--- src/hdl/gbs_pkg.sv ---
// Shared types, constants and blur arithmetic for the blur-and-sharpen filter.
package gbs_pkg;

    // Line geometry
    localparam int MAX_WIDTH = 2048;
    localparam int COL_W     = $clog2(MAX_WIDTH);
    localparam int REG_W     = 12;
    localparam int WUSE_W    = (REG_W > $clog2(MAX_WIDTH + 1)) ? REG_W : $clog2(MAX_WIDTH + 1);
    localparam int ROW_W     = REG_W + 1;
    localparam int MIN_DIM   = 7;

    // Pixel and line words
    localparam int CH_W      = 8;
    localparam int PIX_W     = 3 * CH_W;
    localparam int LINE_ROWS = 6;
    localparam int LINE_W    = LINE_ROWS * PIX_W;
    localparam int BL_W      = 2 * PIX_W;

    // Output queue
    localparam int OUT_DEPTH = 8;
    localparam int PTR_W     = $clog2(OUT_DEPTH);
    localparam int CNT_W     = $clog2(OUT_DEPTH + 1);

    // Configuration registers
    localparam int CFG_IDX_W = 1;
    localparam logic [REG_W-1:0] RESET_WIDTH  = 12'd640;
    localparam logic [REG_W-1:0] RESET_HEIGHT = 12'd480;

    typedef enum logic [CFG_IDX_W-1:0] {
        REG_FRAME_WIDTH  = 1'b0,
        REG_FRAME_HEIGHT = 1'b1
    } reg_idx_t;

    typedef enum logic {
        OP_PIXEL = 1'b0,
        OP_FLUSH = 1'b1
    } op_t;

    typedef logic [PIX_W-1:0] pix_t;

    // Control for one pipeline step
    typedef struct packed {
        logic             valid;
        logic             item_end;
        logic             line_wr;
        logic             vert_en;
        logic             horz_en;
        logic             sharp_en;
        logic             emit;
        logic             last;
        logic [COL_W-1:0] col;
        logic [COL_W-1:0] bcol;
    } step_t;

    typedef struct packed {
        logic last;
        pix_t pix;
    } res_t;

    // 7-tap binomial blur of one channel, divided by 64
    function automatic logic [CH_W-1:0] blur_ch(input logic [CH_W-1:0] a0, a1, a2, a3,
                                                input logic [CH_W-1:0] a4, a5, a6);
        logic [13:0] e0, e1, e2, mid, sum;
        e0  = 14'(a0) + 14'(a6);
        e1  = 14'(a1) + 14'(a5);
        e2  = 14'(a2) + 14'(a4);
        mid = 14'(a3);
        sum = e0 + (e1 << 2) + (e1 << 1) + (e2 << 4) - e2 + (mid << 4) + (mid << 2);
        return sum[13:6];
    endfunction

    // Blur all three channels; p0 is the oldest tap
    function automatic pix_t blur_pix(input pix_t p0, p1, p2, p3, p4, p5, p6);
        pix_t r;
        r = '0;
        for (int k = 0; k < 3; k++)
        begin
            r[CH_W*k +: CH_W] = blur_ch(p0[CH_W*k +: CH_W], p1[CH_W*k +: CH_W],
                                        p2[CH_W*k +: CH_W], p3[CH_W*k +: CH_W],
                                        p4[CH_W*k +: CH_W], p5[CH_W*k +: CH_W],
                                        p6[CH_W*k +: CH_W]);
        end
        return r;
    endfunction

endpackage

--- src/hdl/gbs_out_fifo.sv ---
// Output queue of finished items.
module gbs_out_fifo (
    input  logic          clk,
    input  logic          rst_n,
    input  logic          push,
    input  gbs_pkg::res_t push_data,
    output logic          out_valid,
    input  logic          out_stall,
    output gbs_pkg::res_t head,
    output logic          pop
);
    import gbs_pkg::*;

    res_t             q_reg [OUT_DEPTH];
    logic [PTR_W-1:0] wr_ptr_reg;
    logic [PTR_W-1:0] rd_ptr_reg;
    logic [CNT_W-1:0] count_reg;

    assign out_valid = (count_reg != '0);
    assign pop       = out_valid && !out_stall;
    assign head      = q_reg[rd_ptr_reg];

    // Store pushed items
    always_ff @(posedge clk)
    begin
        if (push)
        begin
            q_reg[wr_ptr_reg] <= push_data;
        end
    end

    // Advance pointers and occupancy
    always_ff @(posedge clk or negedge rst_n)
    begin
        if (!rst_n)
        begin
            wr_ptr_reg <= '0;
            rd_ptr_reg <= '0;
            count_reg  <= '0;
        end
        else
        begin
            if (push)
            begin
                wr_ptr_reg <= wr_ptr_reg + PTR_W'(1);
            end
            if (pop)
            begin
                rd_ptr_reg <= rd_ptr_reg + PTR_W'(1);
            end
            count_reg <= count_reg + CNT_W'(push) - CNT_W'(pop);
        end
    end

    a_no_overflow: assert property (@(posedge clk) disable iff (!rst_n)
        push |-> (count_reg < CNT_W'(OUT_DEPTH)))
        else $error("output queue overflow");

endmodule

--- config.mk ---
export PLATFORM = sky130hd
export DESIGN_NAME = gbs_out_fifo
export DESIGN_NICKNAME = d
export VERILOG_FILES = /design/src/hdl/gbs_pkg.sv /design/src/hdl/gbs_out_fifo.sv
export SDC_FILE = /design/constraint.sdc
export NUM_CORES = 1
export LEC_CHECK = 0
export ABC_CLOCK_PERIOD_IN_PS = 2600
export BUFFER_PORTS_ARGS = -buffer_cell sky130_fd_sc_hd__buf_2
export CORE_UTILIZATION = 37
export DETAILED_ROUTE_END_ITERATION = 16
export HOLD_SLACK_MARGIN = 0.1
export SKIP_LAST_GASP = 1
export SYNTH_ARGS = -nofsm -noshare
export SYNTH_HDL_FRONTEND = slang
export SYNTH_SLANG_ARGS = --single-unit
export TNS_END_PERCENT = 30
--- constraint.sdc ---
create_clock -name clk -period 2.6 [get_ports clk]
set_input_delay 0 -clock clk [delete_from_list [all_inputs] [get_ports clk]]
set_output_delay 0 -clock clk [all_outputs]
set_load 0.02 [all_outputs]
# After elaboration in Yosys (flattened, before gate mapping)

Memory sizes are Yosys's and may differ from the RTL's.
Index checks and enable logic that the tools add are counted.

Output and inout bits: 27
Flip-flop bits (word level): 10
Word-level logic and storage cells: 13
Memory bits (writable): 200
Memories: 1
Bits of input ports: 29

Memory list:

| name  | depth | width | read ports | clocked after Yosys merged registers in | write ports | line               | RTL |
|---|---|---|---|---|---|---|---|
| q_reg | 8     | 25    | 1          | 0                                       | 1           | gbs_out_fifo.sv:14 | `res_t q_reg [OUT_DEPTH];` |

Reductions and logical operators: 3
$add $sub $neg: 4
Multiplexer cells: 2

Operator list:

| cell                                         | count |
|---|---|
| adder 3 x 1 -> 3 bit (second input constant) | 2 |
| adder 4 x 1 -> 4 bit                         | 1 |
| nonzero test 4 bit                           | 1 |
| subtractor 4 x 1 -> 4 bit                    | 1 |
| two-way mux 1 bit                            | 2 |
| logical AND 1 bit                            | 1 |
| zero test 1 bit                              | 1 |

# Logic depth before layout (Yosys ltp)

Depth in word-level cells: 3
Mapped depth: 10

# Worst setup path before layout

OpenSTA, ideal clock, no wires.

Path kind: register -> register
Start: reg wr_ptr_reg[1]
End: mem q_reg[0][0] in the netlist's numbering (enable)
Library setup time: 0.438 ns
Arrival time: 2.310 ns
Cell stages (with the launch flop): 3
Setup slack: -0.148 ns
Cell sequence: dfrtp_1 > nand2b_1 > nor3_1

RTL lines:

| item                   | line               | RTL |
|---|---|---|
| start, declared        | gbs_out_fifo.sv:15 | `logic [PTR_W-1:0] wr_ptr_reg;` |
| start signal, assigned | gbs_out_fifo.sv:45 | `wr_ptr_reg <= wr_ptr_reg + PTR_W'(1);` |
| end, declared          | gbs_out_fifo.sv:14 |  |

No word-level cell before the write port.

# Worst setup path in the final report

Start: reg count_reg[2]
End: reg count_reg[1]

Word-level cells in the longest chain between the ends: 3

RTL lines:

| item                      | line               | RTL |
|---|---|---|
| start, declared           | gbs_out_fifo.sv:17 | `logic [CNT_W-1:0] count_reg;` |
| start signal, assigned    | gbs_out_fifo.sv:51 | `count_reg <= count_reg + CNT_W'(push) - CNT_W'(pop);` |
| nonzero test 4 bit        | gbs_out_fifo.sv:19 | `assign out_valid = (count_reg != '0);` |
| logical AND 1 bit         | gbs_out_fifo.sv:20 | `assign pop = out_valid && !out_stall;` |
| subtractor 4 x 1 -> 4 bit | gbs_out_fifo.sv:51 |  |

No other way between the ends.
A chain may end at the register's enable or synchronous reset.

==> results_dict.tcl <==
set metrics [dict create \
    row_count 54 \
    drive_above_1_share_pct 29.36 \
    r2r_slack_ns 0.24 \
    cts_buffer_depth 3 \
    endpoint_kind "flip-flop" \
    io_buffers 55 \
    hold_path_class "input port to flip-flop" \
    track_usage_pct 13.94 \
    startpoint_type "flip-flop" \
    crit_fanout 4 \
    synth_compound_area_share_pct 0.1515 \
    pwr-share-seq_pct 41.3 \
    grt_max_degree 39 \
    synth-simple-area-share_pct 0.9847 \
    synth_top_family_by_area "multiplexers" \
    cp_common_cell "inv_1" \
    final-setup-viol-count 0 \
    grt_pass1_vias 4017 \
    vias 3685 \
    syn_area_um2 8259 \
    clkPwrFrac_pct 26.0 \
    wl_um 15350 \
    outcome "finished clean" \
    required_ns 2.98 \
    synthCells 344 \
    worstHoldPathCells 2 \
    slowest_delay_ns 0.51 \
    critPathArrivalTime_ns 2.74 \
    slew_viol_final 0 \
    p_sw_share_pct 30.29 \
    htree_levels 1 \
    ys_warn_count 0 \
    drc 0 \
    synth_xor_area_share_pct 0.6363 \
    die-area_um2 22920 \
    syn-num-nets 381 \
    drtIter0Drc 189 \
    initial_core_util_pct 37.85 \
    die_w_um 151.4 \
    p_sw_w 0.003250 \
    critical-path-slowest-cell "fa_1" \
    die_y_um 151.4 \
    hold_viol 0 \
    cts.repair.resized 0 \
    leakage_nw 3.479 \
    seq_area_frac_synth_pct 75.75 \
    grt_setup_unrepaired "false" \
    holdPathEnd "q_reg[2][4]" \
    synthAdderAreaFrac_pct 1.303 \
    syn_avg_cell_area_um2 24.01 \
    r2r-start "count_reg[2]" \
    power_density_nw_per_um2 1076 \
    intPower_w 0.007479 \
    crit_type "flip-flop to flip-flop" \
    path_cells "inv_1 > ha_1 > nor3b_1 > nor2_1 > ha_1 > inv_1 > ha_1 > inv_1 > fa_1 > inv_1" \
    synth_seq_cells 210 \
    fmax_ghz 0.4229 \
    finalClockSkew_ns 0.01307 \
    hp-start "push_data[4]" \
    cts_tree "built" \
    wl_per_cell_um 20.47 \
    timing.rr.end "count_reg[1]" \
    cts_made_buffers 23 \
    gp_congestion 0.6711 \
    ctsRootBufferMaster "clkbuf_16" \
    ant_nets 0 \
    dr.pass1.iters 4 \
    stdcell_count 750 \
    synth_cell_types 20 \
    vias_per_cell 4.913 \
    insertion_delay_ns 0.49 \
    r2r_cells 10 \
    ios 56 \
    combPwrFrac_pct 32.7 \
    tightest_slew_ns 0.5549 \
    slew-limit-headroom_pct 62.92 \
    synthMuxAreaShare_pct 19.54 \
    maxCapViolations 0 \
    cts.clk_slew.worst_paths_ns 0.06 \
    antenna_found_initial 0 \
    numClockSinks 210 \
    grt.overflow.total 0 \
    design.core.area_um2 21820 \
    area_growth_pct 20.69 \
    dp_cells 683 \
    peakVddDrop_mv 0.5753 \
    grt_pass1_wl_um 23220 \
    fin_nets 494 \
    largest_reg_flops 200 \
    dpl.hpwl_um 8840 \
    power_w 0.01073 \
    diodes 0 \
    fin_crit_sh_pct 90.96 \
    fin_crit_ns 2.365 \
]
-- per-stage QoR --
| step | instance area, µm² | setup TNS, ns | worst slack [ns] | utilization, % | hold WS [ns] |
|---|---|---|---|---|---|
| final | 9968 | 0 | 0.2351 | 45.68 | 0.3156 |
| after global routing | 9968 | 0 | 0.08902 | 45.68 | 0.3232 |
| after CTS | 9968 | 0 | 0.2436 | 45.68 | 0.2998 |
| after detailed placement | 9040 | 0 | 0.2423 | 41.42 | -0.1234 |
| after global placement | 9040 | 0 | 0.4024 | 41.42 | -0.1331 |
| after floorplan | 8264 | -1.832 | -0.07330 | - | -0.2956 |
-- layout by cell type, fill, tap and decap left out --
| cell | instances |
|---|---|
| nand2_1 | 3 |
| xor2_1 | 4 |
| dfrtp_2 | 2 |
| mux4_2 | 1 |
| a21oi_1 | 1 |
| nor2_1 | 1 |
| clkinvlp_4 | 1 |
| nor3_2 | 1 |
| fa_1 | 1 |
| nor3b_1 | 2 |
| clkinv_2 | 2 |
| nor2_4 | 6 |
| clkbuf_16 | 23 |
| mux2_2 | 27 |
| clkbuf_1 | 5 |
| dfrtp_1 | 8 |
| dlygate4sd3_1 | 29 |
| clkinv_1 | 7 |
| xnor2_1 | 2 |
| inv_1 | 9 |
| a21o_1 | 1 |
| edfxtp_1 | 200 |
| nor3_4 | 1 |
| nand2b_1 | 3 |
| buf_12 | 4 |
| buf_2 | 55 |
| mux4_1 | 49 |
| buf_4 | 15 |
| ha_1 | 7 |
-- worst max-delay path, delay by kind of cell, from the launching register on --
family	cells	cell delay, ns
fa+ha+maj	4	1.13
flops	1	0.37
simple gates	2	0.50
buf+inv	4	0.25
-- cells by family (layout without fill, tap and decap cells) --
kind of cell	after synthesis	in the layout
buffers and inverters	24	150
DFF	210	210
AOI/OAI and AO/OA	2	2
muxes	77	77
adders and majority gates	8	8
and+or+nand+nor	17	17
xor gates and xnor gates	6	6
-- Yosys cell counts --
cell type    n  share of area, %
a21o_1       1             0.091
a21oi_1      1             0.061
buf_1        1             0.045
buf_6        6              0.82
clkbuf_1     8              0.36
dfrtp_1     10               3.0
edfxtp_1   200                73
fa_1         1              0.24
ha_1         7               1.1
inv_1        9              0.41
mux2_2      27               3.7
mux4_1      49                16
mux4_2       1              0.27
nand2_1      3              0.14
nand2b_1     3              0.23
nor2_1       7              0.32
nor3_1       2              0.12
nor3b_1      2              0.18
xnor2_1      2              0.21
xor2_1       4              0.42
-- worst max-delay path by stage --
stage                         endpoint     startpoint  cells after the start
after floorplan            q_reg[2][0]  wr_ptr_reg[0]                      1
after global placement    count_reg[2]   count_reg[2]                     10
after detailed placement  count_reg[2]   count_reg[2]                     10
after CTS                 count_reg[2]   count_reg[2]                     10
after global routing      count_reg[2]   count_reg[2]                     10
final                     count_reg[1]   count_reg[2]                     10
-- repair_timing --
action / in CTS / in global routing
hold endpoints to repair: 217 / 0
hold buffers: 29 / 0
setup buffers: 0 / 0
endpoints found under the setup margin: 0 / 0
-- power by group through the flow --
stage          Sequential (W)  Clock [W]  Combinational (W)
2_1_floorplan         0.00445          0            0.00245
3_3_place_gp          0.00448          0            0.00351
3_5_place_dp          0.00451          0            0.00355
4_1_cts               0.00444    0.00286            0.00360
5_1_grt               0.00448    0.00297            0.00379
6_report              0.00444    0.00278            0.00351
-- per-layer routing --
layer	wire length, µm	share of wire (%)	global-route usage (%)
met1	6616	43	17.62
met2	7933	52	24.75
met3	525	3.4	2.108
met4	273	1.8	3.900
met5	0	0	0
-- area by class of cell --
class,count,area (µm²)
Fill cell,1835,11860
Sequential cell,210,6259
Multi-Input combinational cell,110,1929
Timing Repair Buffer,103,758.2
Clock buffer,28,594.3
Tap cell,280,350.3
Clock inverter,10,43.79
Inverter,9,33.78
Note: power is estimated with default switching activity, not from simulation.
